$ cat src/rtl/length_prefixed_pipe_deframer_assert.svh
// assertion macros for the length prefixed pipe deframer
// expects clk and rst_n in the including scope, no other dependencies
`ifndef LENGTH_PREFIXED_PIPE_DEFRAMER_ASSERT_SVH
`define LENGTH_PREFIXED_PIPE_DEFRAMER_ASSERT_SVH

// same-cycle implication, checked out of reset
`define LPPD_ASSERT_SAME(label, ante, cons, msg) \
    label: assert property (@(posedge clk) disable iff (!rst_n) (ante) |-> (cons)) \
        else $error(msg);

// next-cycle implication, checked out of reset
`define LPPD_ASSERT_NEXT(label, ante, cons, msg) \
    label: assert property (@(posedge clk) disable iff (!rst_n) (ante) |=> (cons)) \
        else $error(msg);

`endif

$ cat src/rtl/lppd_pkg.sv
// shared types and constants of the length prefixed pipe deframer
// no dependencies
package lppd_pkg;

    // field widths
    localparam int BYTE_W   = 8;
    localparam int COUNT_W  = 7;
    localparam int TLEN_W   = 4;
    localparam int STATUS_W = 3;
    localparam int HPOS_W   = 3;
    localparam int CIDX_W   = 2;

    typedef logic [STATUS_W-1:0] status_t;

    // result status codes
    localparam status_t ST_OK        = 3'd0;
    localparam status_t ST_BAD_HDR   = 3'd1;
    localparam status_t ST_NO_DELIM  = 3'd2;
    localparam status_t ST_TYPE_LEN  = 3'd3;
    localparam status_t ST_EMPTY     = 3'd4;

    // configuration register indexes
    localparam logic [CIDX_W-1:0] CFG_VERSION = 2'd0;
    localparam logic [CIDX_W-1:0] CFG_TYPELEN = 2'd1;
    localparam logic [CIDX_W-1:0] CFG_DELIM   = 2'd2;

    // configuration reset values
    localparam logic [BYTE_W-1:0] VERSION_RST = 8'd48;
    localparam logic [TLEN_W-1:0] TYPELEN_RST = 4'd4;
    localparam logic [BYTE_W-1:0] DELIM_RST   = 8'd124;

    // ascii digit range and count saturation
    localparam logic [BYTE_W-1:0]  ASCII_ZERO = 8'h30;
    localparam logic [BYTE_W-1:0]  ASCII_NINE = 8'h39;
    localparam logic [COUNT_W-1:0] COUNT_MAX  = 7'd127;

    // one result request
    typedef struct packed {
        logic [BYTE_W-1:0]  out_byte;
        logic [COUNT_W-1:0] field_index;
        logic [COUNT_W-1:0] char_index;
        logic               end_of_field;
        logic               last;
        status_t            status;
        logic [COUNT_W-1:0] body_length;
    } result_t;

endpackage

$ cat src/rtl/length_prefixed_pipe_deframer.sv
// top level of the length prefixed pipe deframer: header check, body counters, result register
// depends on lppd_pkg and length_prefixed_pipe_deframer_assert.svh
//
// Takes one byte per cycle and gives at most one result per byte. A header of
// version byte, delimiter, LENGTH_DIGITS decimal digits and delimiter is
// checked silently; each body byte then comes out with its field and
// character position, and the final body byte carries tlast and the message
// status. A header error or an empty body gives one result with tlast and
// restarts the header search at the next byte. Every byte is handled in the
// cycle it is accepted, so a request can enter every cycle; the only stall
// source is the single result register, and s_axis_tready follows
// m_axis_tready whenever that register holds an untaken result.
`include "length_prefixed_pipe_deframer_assert.svh"

module length_prefixed_pipe_deframer
    import lppd_pkg::*;
#(
    parameter int LENGTH_DIGITS = 2
)
(
    input  logic                clk,
    input  logic                rst_n,
    // configuration write port
    input  logic                cfg_we,
    input  logic [CIDX_W-1:0]   cfg_index,
    input  logic [BYTE_W-1:0]   cfg_data,
    // input bytes
    input  logic                s_axis_tvalid,
    output logic                s_axis_tready,
    input  logic [BYTE_W-1:0]   s_axis_tdata,   // [7:0] data_byte
    // results
    output logic                m_axis_tvalid,
    input  logic                m_axis_tready,
    // [7:0] out_byte, [14:8] field_index, [21:15] char_index,
    // [28:22] body_length, [31:29] zero
    output logic [31:0]         m_axis_tdata,
    output logic [3:0]          m_axis_tuser,   // [0] end_of_field, [3:1] status
    output logic                m_axis_tlast
);

    // header position of the first body byte
    localparam logic [HPOS_W-1:0] HDR_BODY = HPOS_W'(3 + LENGTH_DIGITS);
    localparam logic [HPOS_W-1:0] HDR_LAST = HPOS_W'(2 + LENGTH_DIGITS);
    localparam logic [HPOS_W-1:0] HDR_VER  = HPOS_W'(0);
    localparam logic [HPOS_W-1:0] HDR_SEP  = HPOS_W'(1);

    // configuration registers
    logic [BYTE_W-1:0]  version_reg;
    logic [TLEN_W-1:0]  type_len_reg;
    logic [BYTE_W-1:0]  delim_reg;

    // frame state
    logic [HPOS_W-1:0]  hpos_reg,   hpos_next;
    logic [COUNT_W-1:0] len_reg,    len_next;
    logic [COUNT_W-1:0] remain_reg, remain_next;
    logic [COUNT_W-1:0] field_reg,  field_next;
    logic [COUNT_W-1:0] char_reg,   char_next;
    logic               tbad_reg,   tbad_next;

    // result register
    logic               out_valid_reg, out_valid_next;
    result_t            res_reg, res_next;
    logic               res_load;

    logic               in_fire;
    logic [BYTE_W-1:0]  b;
    logic               is_delim;
    logic               is_digit;
    logic [10:0]        acc;
    logic [COUNT_W-1:0] len_acc;
    logic               final_byte;
    logic               tbad_upd;

    assign b        = s_axis_tdata;
    assign in_fire  = s_axis_tvalid && s_axis_tready;
    assign is_delim = (b == delim_reg);
    assign is_digit = (b >= ASCII_ZERO) && (b <= ASCII_NINE);

    // length accumulation, saturating at the count limit
    assign acc     = ({4'd0, len_reg} * 11'd10) + {7'd0, b[3:0]};
    assign len_acc = (acc > {4'd0, COUNT_MAX}) ? COUNT_MAX : acc[COUNT_W-1:0];

    assign final_byte = (remain_reg <= 7'd1);
    assign tbad_upd   = tbad_reg ||
                        (is_delim && (field_reg == '0) && (char_reg != {3'd0, type_len_reg}));

    // configuration writes
    always_ff @(posedge clk or negedge rst_n)
    begin
        if (!rst_n)
        begin
            version_reg  <= VERSION_RST;
            type_len_reg <= TYPELEN_RST;
            delim_reg    <= DELIM_RST;
        end
        else if (cfg_we)
        begin
            unique case (cfg_index)
                CFG_VERSION: version_reg  <= cfg_data;
                CFG_TYPELEN: type_len_reg <= cfg_data[TLEN_W-1:0];
                CFG_DELIM:   delim_reg    <= cfg_data;
                default:     ;
            endcase
        end
    end

    // per-byte decode and state update
    always_comb
    begin
        hpos_next   = hpos_reg;
        len_next    = len_reg;
        remain_next = remain_reg;
        field_next  = field_reg;
        char_next   = char_reg;
        tbad_next   = tbad_reg;
        res_load    = 1'b0;

        res_next              = res_reg;
        res_next.out_byte     = b;
        res_next.field_index  = '0;
        res_next.char_index   = '0;
        res_next.end_of_field = 1'b0;
        res_next.last         = 1'b1;
        res_next.status       = ST_OK;
        res_next.body_length  = len_reg;

        if (in_fire)
        begin
            if (hpos_reg < HDR_BODY)
            begin
                hpos_next = hpos_reg + HPOS_W'(1);
                priority if (hpos_reg == HDR_VER)
                begin
                    len_next             = '0;
                    res_next.body_length = '0;
                    if (b != version_reg)
                    begin
                        res_load        = 1'b1;
                        res_next.status = ST_BAD_HDR;
                        hpos_next       = HDR_VER;
                    end
                end
                else if ((hpos_reg == HDR_SEP) || (hpos_reg == HDR_LAST))
                begin
                    if (!is_delim)
                    begin
                        res_load        = 1'b1;
                        res_next.status = ST_BAD_HDR;
                        hpos_next       = HDR_VER;
                        len_next        = '0;
                    end
                    else if (hpos_reg == HDR_LAST)
                    begin
                        if (len_reg == '0)
                        begin
                            res_load        = 1'b1;
                            res_next.status = ST_EMPTY;
                            hpos_next       = HDR_VER;
                        end
                        else
                        begin
                            remain_next = len_reg;
                            field_next  = '0;
                            char_next   = '0;
                            tbad_next   = 1'b0;
                        end
                    end
                end
                else
                begin
                    // length digit
                    if (is_digit)
                    begin
                        len_next = len_acc;
                    end
                    else
                    begin
                        res_load        = 1'b1;
                        res_next.status = ST_BAD_HDR;
                        hpos_next       = HDR_VER;
                        len_next        = '0;
                    end
                end
            end
            else
            begin
                // body byte
                res_load              = 1'b1;
                res_next.field_index  = field_reg;
                res_next.char_index   = char_reg;
                res_next.end_of_field = is_delim;
                res_next.last         = final_byte;
                if (final_byte)
                begin
                    if (!is_delim)
                        res_next.status = ST_NO_DELIM;
                    else if (tbad_upd)
                        res_next.status = ST_TYPE_LEN;
                    else
                        res_next.status = ST_OK;
                    hpos_next   = HDR_VER;
                    len_next    = '0;
                    remain_next = '0;
                    field_next  = '0;
                    char_next   = '0;
                    tbad_next   = 1'b0;
                end
                else
                begin
                    remain_next = remain_reg - 7'd1;
                    tbad_next   = tbad_upd;
                    if (is_delim)
                    begin
                        field_next = (field_reg == COUNT_MAX) ? COUNT_MAX
                                                              : field_reg + 7'd1;
                        char_next  = '0;
                    end
                    else
                    begin
                        char_next = (char_reg == COUNT_MAX) ? COUNT_MAX
                                                            : char_reg + 7'd1;
                    end
                end
            end
        end
    end

    // result register handshake
    assign s_axis_tready  = !out_valid_reg || m_axis_tready;
    assign out_valid_next = res_load || (out_valid_reg && !m_axis_tready);

    // frame state and result valid
    always_ff @(posedge clk or negedge rst_n)
    begin
        if (!rst_n)
        begin
            hpos_reg      <= HDR_VER;
            len_reg       <= '0;
            remain_reg    <= '0;
            field_reg     <= '0;
            char_reg      <= '0;
            tbad_reg      <= 1'b0;
            out_valid_reg <= 1'b0;
        end
        else
        begin
            hpos_reg      <= hpos_next;
            len_reg       <= len_next;
            remain_reg    <= remain_next;
            field_reg     <= field_next;
            char_reg      <= char_next;
            tbad_reg      <= tbad_next;
            out_valid_reg <= out_valid_next;
        end
    end

    // result payload
    always_ff @(posedge clk)
    begin
        if (res_load)
            res_reg <= res_next;
    end

    // output packing
    assign m_axis_tvalid = out_valid_reg;
    assign m_axis_tdata  = {3'd0, res_reg.body_length, res_reg.char_index,
                            res_reg.field_index, res_reg.out_byte};
    assign m_axis_tuser  = {res_reg.status, res_reg.end_of_field};
    assign m_axis_tlast  = res_reg.last;

    // checks
    `LPPD_ASSERT_SAME(a_status_only_on_last, m_axis_tvalid && (m_axis_tuser[3:1] != ST_OK), m_axis_tlast, "nonzero status without last")
    `LPPD_ASSERT_SAME(a_body_has_bytes_left, hpos_reg == HDR_BODY, remain_reg != '0, "body state with no bytes remaining")
    `LPPD_ASSERT_NEXT(a_body_byte_gives_result, in_fire && (hpos_reg == HDR_BODY), m_axis_tvalid, "body byte produced no result")

endmodule
$ cat config.mk
export PLATFORM = sky130hd
export DESIGN_NAME = length_prefixed_pipe_deframer
export DESIGN_NICKNAME = d
export VERILOG_FILES = /design/src/rtl/lppd_pkg.sv /design/src/rtl/length_prefixed_pipe_deframer.sv
export VERILOG_INCLUDE_DIRS = /design/src /design/src/rtl
export SDC_FILE = /design/constraint.sdc
export NUM_CORES = 1
export LEC_CHECK = 0
export ABC_AREA = 1
export BUFFER_PORTS_ARGS = -buffer_cell sky130_fd_sc_hd__buf_2
export CORE_MARGIN = 5
export CORE_UTILIZATION = 35
export DETAILED_ROUTE_END_ITERATION = 16
export PLACE_DENSITY = 0.54
export SLEW_MARGIN = 25
export SYNTH_ARGS = -nofsm -noshare
export SYNTH_HDL_FRONTEND = slang
export SYNTH_SLANG_ARGS = --single-unit
$ cat constraint.sdc
create_clock -name clk -period 2.85 [get_ports clk]
set_input_delay 0.285 -clock clk [delete_from_list [all_inputs] [get_ports clk]]
set_output_delay 0.285 -clock clk [all_outputs]
set_load 0.1 [all_outputs]
# Word level (Yosys, flattened, before mapping)
# Index checks and enable logic that the tools add are counted.
[totals] register_bits=87 input_bits=23 out_inout_bits=39 elab_cells=135
[classes] addsub=5 mul=1 magnitude_cmp=5 n_eq_ne=15 n_mux=66 bitwise_logic=1 reduce_logical=25
[op_table] op="7-bit 2-to-1 mux" count=30
[op_table] op="3-bit 2-to-1 mux" count=15
[op_table] op="1-bit 2-to-1 mux" count=18
[op_table] op="7-bit by 1-bit adder with 7-bit output, second input constant" count=2
[op_table] op="7-bit equality test, second input constant" count=2
[op_table] op="7-bit zero test" count=2
[op_table] op="11-bit by 4-bit adder with 11-bit output" count=1
[op_table] op="11-bit by 7-bit greater-than comparator with 1-bit output, second input constant" count=1
[op_table] op="7-bit by 3-bit multiplier with 10-bit output, second input constant" count=1
[op_table] op="8-bit equality test" count=1
[op_table] op="8-bit by 6-bit >= comparator with 1-bit output, second input constant" count=1
[op_table] op="8-bit by 6-bit less-or-equal comparator with 1-bit output, second input constant" count=1
[op_table] op="8-bit inequality test" count=1
[op_table] op="2-bit AND reduction" count=4
[op_table] op="7-bit by 1-bit less-or-equal comparator with 1-bit output, second input constant" count=1
[op_table] op="7-bit by 4-bit inequality test with 1-bit output" count=1
[op_table] op="7-bit AND reduction" count=1
[op_table] op="7-bit by 1-bit subtractor with 7-bit output, second input constant" count=1
[op_table] op="2-bit 2-to-1 mux" count=3
[op_table] op="2-bit inequality test, second input constant" count=3
[op_table] op="6-bit AND reduction" count=1
[op_table] op="1-bit logical AND" count=5
[op_table] op="1-bit logical OR" count=4
[op_table] op="2-bit by 1-bit inequality test with 1-bit output, second input constant" count=2
[op_table] op="14 further kinds" count=16

# Logic depth before layout (Yosys ltp)
# Gate-level depths: netlist (run 1).
[depth] depth_word=9 depth_mapped=13 mapped_depth_nobuf=13

# Worst setup path before layout (run 1)
# OpenSTA, ideal clock, no wires.
[synth_timing] kind="flip-flop to flip-flop" startpoint="reg out_valid_reg, in the netlist m_axis_tvalid" endpoint="reg res_reg, in the netlist m_axis_tdata[0] (enable)" setup_time_ns=0.389 arrival_ns=2.787 t_required_ns=2.461 setup_slack_ns=-0.326 path_stages_with_launch=6 n_path_buf=0 period_less_slack_ns=3.176 path_cell_list="dfrtp_1 nand2_1 nand2_1 inv_1 nand2_1 inv_1"
[synth_via] elab_chain_cells=4
[synth_lines] item="start: declaration" line_no="length_prefixed_pipe_deframer.sv:61" rtl="logic out_valid_reg, out_valid_next;"
[synth_lines] item="start signal: assignment" line_no="length_prefixed_pipe_deframer.sv:253" rtl="out_valid_reg <= out_valid_next;"
[synth_lines] item="1-bit zero test" line_no="length_prefixed_pipe_deframer.sv:229" rtl="assign s_axis_tready = !out_valid_reg || m_axis_tready;"
[synth_lines] item="1-bit logical OR" line_no="length_prefixed_pipe_deframer.sv:229"
[synth_lines] item="net s_axis_tready" line_no="length_prefixed_pipe_deframer.sv:29" rtl="output logic s_axis_tready,"
[synth_lines] item="1-bit logical AND" line_no="length_prefixed_pipe_deframer.sv:75" rtl="assign in_fire = s_axis_tvalid && s_axis_tready;"
[synth_lines] item="1-bit 2-to-1 mux" line_no="length_prefixed_pipe_deframer.sv:127" rtl="if (in_fire)"
[synth_lines] item="net res_load" line_no="length_prefixed_pipe_deframer.sv:63" rtl="logic res_load;"
[synth_lines] item="end signal: assignment" line_no="length_prefixed_pipe_deframer.sv:261" rtl="res_reg <= res_next;"
[synth_lines] item="end: declaration" line_no="length_prefixed_pipe_deframer.sv:62" rtl="result_t res_reg, res_next;"
# The timed path passes the listed nets, and every way through them passes these cells.
# A chain may end at the register's enable or synchronous reset.

# Final worst setup path (run 1)
[layout_timing] startpoint="reg len_reg[1]" endpoint="reg len_reg[4]"
[layout_via] elab_chain_cells=8
[layout_lines] item="start: declaration" line_no="length_prefixed_pipe_deframer.sv:54" rtl="logic [COUNT_W-1:0] len_reg, len_next;"
[layout_lines] item="start signal: assignment" line_no="length_prefixed_pipe_deframer.sv:248" rtl="len_reg <= len_next;"
[layout_lines] item="7-bit by 3-bit multiplier with 10-bit output *" line_no="length_prefixed_pipe_deframer.sv:80" rtl="assign acc = ({4'd0, len_reg} * 11'd10) + {7'd0, b[3:0]};"
[layout_lines] item="11-bit by 4-bit adder with 11-bit output *" line_no="length_prefixed_pipe_deframer.sv:80"
[layout_lines] item="11-bit by 7-bit greater-than comparator with 1-bit output" line_no="length_prefixed_pipe_deframer.sv:81" rtl="assign len_acc = (acc > {4'd0, COUNT_MAX}) ? COUNT_MAX : acc[COUNT_W-1:0];"
[layout_lines] item="7-bit 2-to-1 mux *" line_no="length_prefixed_pipe_deframer.sv:81"
[layout_lines] item="7-bit 2-to-1 mux *" line_no="length_prefixed_pipe_deframer.sv:172" rtl="if (is_digit)"
[layout_lines] item="7-bit 2-to-1 mux *" line_no="length_prefixed_pipe_deframer.sv:143" rtl="else if ((hpos_reg == HDR_SEP) || (hpos_reg == HDR_LAST))"
[layout_lines] item="7-bit 2-to-1 mux *" line_no="length_prefixed_pipe_deframer.sv:132" rtl="priority if (hpos_reg == HDR_VER)"
[layout_lines] item="7-bit 2-to-1 mux *" line_no="length_prefixed_pipe_deframer.sv:129" rtl="if (hpos_reg < HDR_BODY)"
# Mark *: on every way between the ends. The rest lies on a longest branch, timed or not.

==> metrics.md, run 1 <==
| Metric | Value |
|---|---|
| Status | complete, no violations |
| Max_cap viols | 0 |
| Primary FF master, synth | dfrtp_1 |
| Avg Synthesized Cell Area | 8.352 sq um |
| Hold Crit Start | cfg_data[5] |
| Peak Freq | 0.3898 GHz |
| Hold Fails Final Rpt | 0 |
| Num CTS Buffers | 9 |
| R2R Setup Slk | 0.28 ns |
| Vias | 3,914 |
| Crit end category | flop |
| Sequential power share | 42.0% |
| Full die area | 16,350 sq um |
| Critical path arrival | 2.80 ns |
| Global-route wire length before repair | 18.16 mm |
| Post-synth EDFFs | 34 |
| Vias in the first global route | 3,772 |
| WL per Instance | 13.02 microns |
| Switching share of power | 38.77% |
| Largest net degree at the start of global routing | 33 |
| Design Power | 0.003679 W |
| Final period utilization | 90.02% |
| Fin crit period | 2.566 ns |
| Initial antenna violation count | 0 |
| Drt total wl | 10.84 mm |
| Buffers on Ports | 58 |
| Iteration-0 DRC Markers | 262 |
| Comb pwr share | 28.7% |
| CP Max Fanout | 7 |
| GRT met2 Usage | 21.75% |
| Clock power frac | 29.4% |
| CTS root buf | clkbuf_16 |
| R2R cell count | 11 |
| Inserted Diodes | 0 |
| Static Leak | 2.717 nW |
| Met1 Track Usage GR | 18.56% |
| Worst slew pin tran | 0.7124 ns |
| CP required | 3.09 ns |
| Hold EP | delim_reg[5] |
| Final setup violation count | 0 |
| Sum Neg Setup Slack | 0 ns |
| Met3 Resource Use GR | 3.083% |
| P_sw | 0.001426 W |
| Busiest layer in global routing | met2 |
| Fraction of the yosys area taken by sequential cells | 48.49% |
| Final Non-Filler Cells | 832 |
| Skew final | 0.005431 ns |
| DRC | 0 |
| Die extent in x | 127.9 microns |
| Most frequent cell after synthesis | nand2_1 |
| Startpoint types | flop |
| Layout area overhead | 15.93% |
| Final #Nets | 693 |
| Syn Inst Count | 582 |
| Row count | 43 |
| Core Area | 13,770 sq um |
| Layout cells sized above 1 | 17.48% |
| Largest area contributor in the synthesized netlist | dfrtp_1 |
| Worst Setup Path Type | flop to flop |
| Worst skew pair latency | 0.35 ns |
| Cell Area, Synth | 4861 sq um |
| R2R Path End | len_reg[4] |
| Post-DR vias/cell | 4.704 |
| CTS tree | yes |
| Clock-pin slew on the worst setup and hold paths | 0.06 ns |
| Synth top area share | 23.17% |
| # clock sinks | 87 |
| Cell Int Power | 0.002253 W |
| Commonest cells post-synth | 154 x nand2_1, 72 x inv_1, 58 x nor2_1, 45 x dfrtp_1, 38 x nand3_1 |
| Die Height | 127.9 microns |
| Worst slew margin | 52.14% |
| Total power divided by cell area | 652.9 nW/um^2 |
| Htree depth | 3 |
| Final Max Slew Viols | 0 |
| Starting density of the core | 35.29% |
| Reg-to-reg startpoint | len_reg[1] |
| Placed Cells | 815 |
| Remaining Overflow, GRT | 0 |
| Final ANT Viol Nets | 0 |
| Global placer's final weighted congestion | 0.8580 |
| GRT Resource Usage Total | 13.89% |
| Hold Path Depth | 3 |
| RSZ-0062 raised after global routing | false |
| Synth warnings | 0 |
| CTS max path bufs | 2 |
| Top cells by area, synth | dfrtp_1 23%, edfxtp_1 21%, nand2_1 12%, inv_1 5.6%, ha_1 5.4% |
| Io pins | 62 |
| Worst VDD drop | 346.6 uV |
| Register bit total from synthesis | 87 |
| Drt pass-1 iters | 5 |
| Post-DP HPWL | 8.061 mm |
| Synth cell types | 35 |
| HP Class | input port to flop |
| Setup bufs post-CTS | 0 |
| Max FFs per register | 29 |
| Ys async rst share | 60.92% |
[metal layers]
layer,part of all wire (%),vias to the layer above
li1,-,2001
met1,46,1804
met2,46,89
met3,5.2,20
met4,2.1,0
met5,0,-
[power groups by stage]
stage,clock (W),combinational (W),sequential (W)
CTS,0.00111,0.00107,0.00155
floorplan,0,0.000327,0.00210
global route,0.00117,0.00113,0.00156
global placement,0,0.00106,0.00156
detailed placement,0,0.00106,0.00157
finish,0.00108,0.00106,0.00154
[layout by cell type, fill, tap and decap left out, types with 2 or more instances in the layout]
master / instances
buf_2: 58
nand4_1: 9
edfxtp_1: 34
nand2_2: 7
nand2_1: 153
buf_4: 2
nand3_1: 38
o21ai_0: 30
fa_1: 2
clkinvlp_4: 3
o21ai_2: 2
nor3_1: 5
inv_2: 12
o22ai_1: 11
dfstp_2: 8
xnor2_1: 16
nor2_1: 58
conb_1: 3
o21ai_1: 8
xor2_1: 10
clkbuf_16: 9
nor2_4: 2
ha_1: 21
nor4_1: 2
dfrtp_1: 44
a21oi_1: 15
clkinv_1: 4
nor2_2: 3
inv_1: 71
[how the worst max path moves through the flow]
stage,start,endpoint,slack [ns],cells after the start
2_1_floorplan,m_axis_tvalid,m_axis_tdata[0],0.34,5
3_3_place_gp,len_reg[1],len_reg[5],0.40,11
3_5_place_dp,len_reg[1],len_reg[3],0.29,11
4_1_cts,len_reg[1],len_reg[3],0.29,11
5_1_grt,len_reg[1],len_reg[3],0.08,11
6_report,len_reg[1],len_reg[4],0.28,11
[worst max-delay path, stage by stage (launching register included)]
cell	delay [ns]
dfrtp_1	0.47
ha_1	0.33
ha_1	0.23
fa_1	0.40
xor2_1	0.26
nand3_1	0.13
nand2_1	0.09
nand2_1	0.05
nor2_2	0.23
nand3_1	0.11
nand2_1	0.09
nand2_1	0.05
[stage by stage]
stage                     instance area, sq um  setup slack (ns)  util (%)  hold slack [ns]
final                                     5635            0.2844     40.92           0.1658
after floorplan                           4876            0.3395         -         -0.01059
after global routing                      5635           0.08496     40.92           0.1766
after global placement                    5360            0.4012     38.92           0.3118
after detailed placement                  5360            0.2899     38.92           0.3167
after CTS                                 5635            0.2873     40.92           0.1595
[what timing repair did]
action | CTS | global route
endpoints found under the hold margin | 17 | 0
resized for setup | 0 | 0
hold buffers | 1 | 0
[cells by family (layout without fill, tap and decap cells)]
family                     count (synthesis)  count (layout)  synth area share [%]
xor gates and xnor gates                  26              26                 4.685
and+or+nand+nor                          282             282                 25.12
AOI/OAI and AO/OA                         67              67                 7.388
adders and majority gates                 23              23                 6.229
DFF                                       87              87                 48.49
other                                      1               3               0.07715
buffers and inverters                     96             164                 8.005
[final cells by class]
| cell class | count | area (sq um) |
|---|---|---|
| Inverter | 86 | 326.6 |
| Tap cell | 180 | 225.2 |
| Sequential cell | 87 | 2359 |
| Timing Repair Buffer | 62 | 335.3 |
| Clock buffer | 10 | 229.0 |
| Multi-Input combinational cell | 401 | 2125 |
| Clock inverter | 6 | 36.28 |
| Fill cell | 1456 | 8138 |
(Power assumes the default switching activity.)
==> run 2, diff against run 1 <==
--- a/config.mk
+++ b/config.mk
@@ -7,5 +7,4 @@
 export NUM_CORES = 1
 export LEC_CHECK = 0
-export ABC_AREA = 1
 export BUFFER_PORTS_ARGS = -buffer_cell sky130_fd_sc_hd__buf_2
 export CORE_MARGIN = 5
==> constraint.sdc (replaced) <==
create_clock -name clk -period 2.85 [get_ports clk]
set_input_delay 0 -clock clk [delete_from_list [all_inputs] [get_ports clk]]
set_output_delay 0 -clock clk [all_outputs]
set_load 0.1 [all_outputs]
==> run 2 against run 1 <==
  * Count of clock-buffer cells in the layout up 4
  * Clock skew up 0.0017 ns
  * Setup slack worse by 0.16 ns
  * Total power up 8.1%
  * First-iteration DRC count down 8.4%
  * Worst hold slack worse by 0.026 ns
  * Combinational power up 16%
  * Critical endpoint is now len_reg[1]
==> metrics.md, run 2 <==
| Metric | Value |
|---|---|
| Post-DP HPWL | 7.468 mm (-7.4%) |
| Global placer's final weighted congestion | 0.8360 (-2.6%) |
| CTS root buf | clkbuf_16 |
| Io pins | 62 (unchanged) |
| Critical path arrival | 2.96 ns (+0.16 ns) |
| Total power divided by cell area | 707.4 nW/um^2 (+8.4%) |
| Core Area | 12,720 sq um (-7.6%) |
| Row count | 41 (-4.7%) |
| Clock power frac | 29.9% (+0.5 points) |
| Cell Area, Synth | 4583 sq um (-5.7%) |
| GRT Resource Usage Total | 13.88% (-0.018 points) |
| Hold_ws | 0.1403 ns (-0.02550 ns) |
| Layout area overhead | 22.71% |
| CP startpoint | len_reg[3] |
| Die extent in x | 124.4 microns (-2.7%) |
| Initial antenna violation count | 0 (unchanged) |
| Iteration-0 DRC Markers | 240 (-8.4%) |
| HP Class | input port to flop |
| Drt total wl | 10.30 mm (-5.0%) |
| Final Cell Area | 5624 sq um (-0.20%) |
| Vias | 3,328 (-15%) |
| Max_cap viols | 0 (unchanged) |
| Fin crit period | 2.727 ns (+0.1613 ns) |
| CP required | 3.08 ns (about the same) |
| Worst slew pin tran | 0.7157 ns (+0.003333 ns) |
| R2R Path End | len_reg[1] |
| Inserted Diodes | 0 (unchanged) |
| Die Height | 124.4 microns (-2.7%) |
| Final Max Slew Viols | 0 (unchanged) |
| Hold Fails Final Rpt | 0 (unchanged) |
| DRC | 0 (unchanged) |
| R2R cell count | 9 (-2) |
| Final period utilization | 95.68% (+5.7 points) |
| Synth warnings | 0 (unchanged) |
| Comb pwr share | 30.8% (+2.1 points) |
| RSZ-0062 raised after global routing | false |
| Full die area | 15,480 sq um (-5.3%) |
| CTS tree | yes |
| Htree depth | 3 (unchanged) |
| Syn Inst Count | 391 (-33%) |
| Worst slew margin | 52.08% (-0.066 points) |
| Final ANT Viol Nets | 0 (unchanged) |
| Fraction of the yosys area taken by sequential cells | 51.43% (+2.9 points) |
| Pre-CTS setup slack | 0.02899 ns (-0.2609 ns) |
| Register bit total from synthesis | 87 (unchanged) |
| Drt pass-1 iters | 4 (-1) |
| Sum Neg Setup Slack | 0 ns (unchanged) |
| Avg Synthesized Cell Area | 11.72 sq um (+40%) |
| Synth top area share | 24.57% (+1.4 points) |
| Status | complete, no violations |
| # clock sinks | 87 (unchanged) |
| Largest net degree at the start of global routing | 31 (-6.1%) |
| WL per Instance | 15.60 microns (+20%) |
| Buffers on Ports | 58 (unchanged) |
| Worst Setup Path Type | flop to flop |
| Largest area contributor in the synthesized netlist | dfrtp_1 |
| Final setup violation count | 0 (unchanged) |
| R2R Setup Slk | 0.12 ns (-0.16 ns) |
| Switching share of power | 38.89% (+0.12 points) |
| Vias in the first global route | 3,495 (-7.3%) |
| Ys async rst share | 60.92% (unchanged) |
| Reg-to-reg startpoint | len_reg[3] |
| Synth cell types | 63 (+80%) |
| P_sw | 0.001547 W (+8.5%) |
| Commonest cells after routing, fill and taps aside | 58 x buf_2, 45 x dfrtp_1, 34 x edfxtp_1 |
| Commonest non-fill, non-tap cell in the layout | buf_2 |
| Cell Int Power | 0.002431 W (+7.9%) |
| Peak Freq | 0.3667 GHz (-5.9%) |
| Starting density of the core | 36.02% (+0.73 points) |
| Num CTS Buffers | 9 (unchanged) |
| Crit end category | flop |
| Post-synth EDFFs | 34 (unchanged) |
| CTS max path bufs | 2 (unchanged) |
| Remaining Overflow, GRT | 0 (unchanged) |
| Worst Setup EP | len_reg[1] |
| Post-route setup slack | 0.1231 ns (-0.1613 ns) |
| Global-route wire length before repair | 17.46 mm (-3.8%) |
| Startpoint types | flop |
| Post-DR vias/cell | 5.042 (+7.2%) |
| Worst skew pair latency | 0.35 ns (about the same) |
| Instance area at placement | 5115 sq um (-4.6%) |
| Primary FF master, synth | dfrtp_1 |
| CP Max Fanout | 7 (unchanged) |
| Skew final | 0.007109 ns (+0.001678 ns) |
| Sequential power share | 39.3% (-2.7 points) |
| Clock-pin slew on the worst setup and hold paths | 0.06 ns (about the same) |
| Worst VDD drop | 480.6 uV (+39%) |
| Design Power | 0.003978 W (+8.1%) |
| Most frequent cell after synthesis | dfrtp_1 |
| Static Leak | 2.438 nW (-10%) |
| Top cells by area, synth | dfrtp_1 25%, edfxtp_1 22%, ha_1 5.7%, mux2_2 5.2%, dfstp_2 4.6% |
| Commonest cells post-synth | 45 x dfrtp_1, 34 x edfxtp_1, 26 x nor2_1, 24 x o21ai_0, 23 x xnor2_1 |
| Max FFs per register | 29 (unchanged) |
| Final #Nets | 529 (-24%) |
| Layout cells sized above 1 | 27.46% (+10 points) |
[run 2: area by class of cell]
cell class                 count  area (sq um)
clock buffer                  14         295.3
clock inverter                 2         10.01
fill                        1242          7098
inverter                      12         45.04
multi-input combinational    283          2123
sequential                    87          2357
tap                          172         215.2
timing repair buffer          90         578.1
[run 2: per-layer routing]
layer / routed length [microns] / global-route usage [%]
met2: 4750 / 21.88
met5: 0 / 0
met4: 178 / 6.061
met3: 471 / 2.916
met1: 4897 / 18.42
[run 2: power by group through the flow]
stage	Combinational, W	Clock (W)	Sequential [W]
2_1_floorplan	0.000253	0	0.00234
3_3_place_gp	0.00121	0	0.00158
3_5_place_dp	0.00121	0	0.00159
4_1_cts	0.00124	0.00122	0.00156
5_1_grt	0.00128	0.00126	0.00158
6_report	0.00123	0.00119	0.00156
[run 2: cell families after synthesis]
logic type,after synthesis,share of synthesized area (%)
xor gates and xnor gates,25,4.778
DFF,87,51.43
buffers and inverters,23,3.003
other,1,0.08182
AOI/OAI and AO/OA,95,14.58
and+or+nand+nor,116,14.36
muxes,21,5.160
adders and majority gates,23,6.607
[run 2: critical path, cell delays in order, from the launching register on]
cell     delay, ns
dfrtp_1       0.42
ha_1          0.29
ha_1          0.23
fa_2          0.55
nand2_1       0.07
nor2_1        0.12
nand3_1       0.08
mux2_4        0.32
or3_1         0.35
a22o_1        0.20
[run 2: repair_timing]
item,CTS,global route
buffers inserted,0,0
hold endpoints to repair,46,0
gates resized for setup,0,3
hold buffers,19,0
endpoints found under the setup margin,0,7
[run 2: per-stage QoR]
stage,util (%),instances
floorplan,-,393
global placement,40.20,625
detailed placement,40.20,625
CTS,44.10,660
global route,44.21,660
finish,44.21,660
[run 2: worst min path at each step]
| stage | from | endpoint | slack, ns | depth (start not counted) |
|---|---|---|---|---|
| 2_1_floorplan | rst_n | char_reg[0] | -0.30 | 0 |
| 3_3_place_gp | rst_n | version_reg[7] | 0.008 | 1 |
| 3_5_place_dp | rst_n | version_reg[7] | 0.01 | 1 |
| 4_1_cts | cfg_index[1] | version_reg[0] | 0.13 | 3 |
| 5_1_grt | cfg_index[0] | version_reg[4] | 0.17 | 3 |
| 6_report | cfg_index[0] | version_reg[5] | 0.14 | 3 |
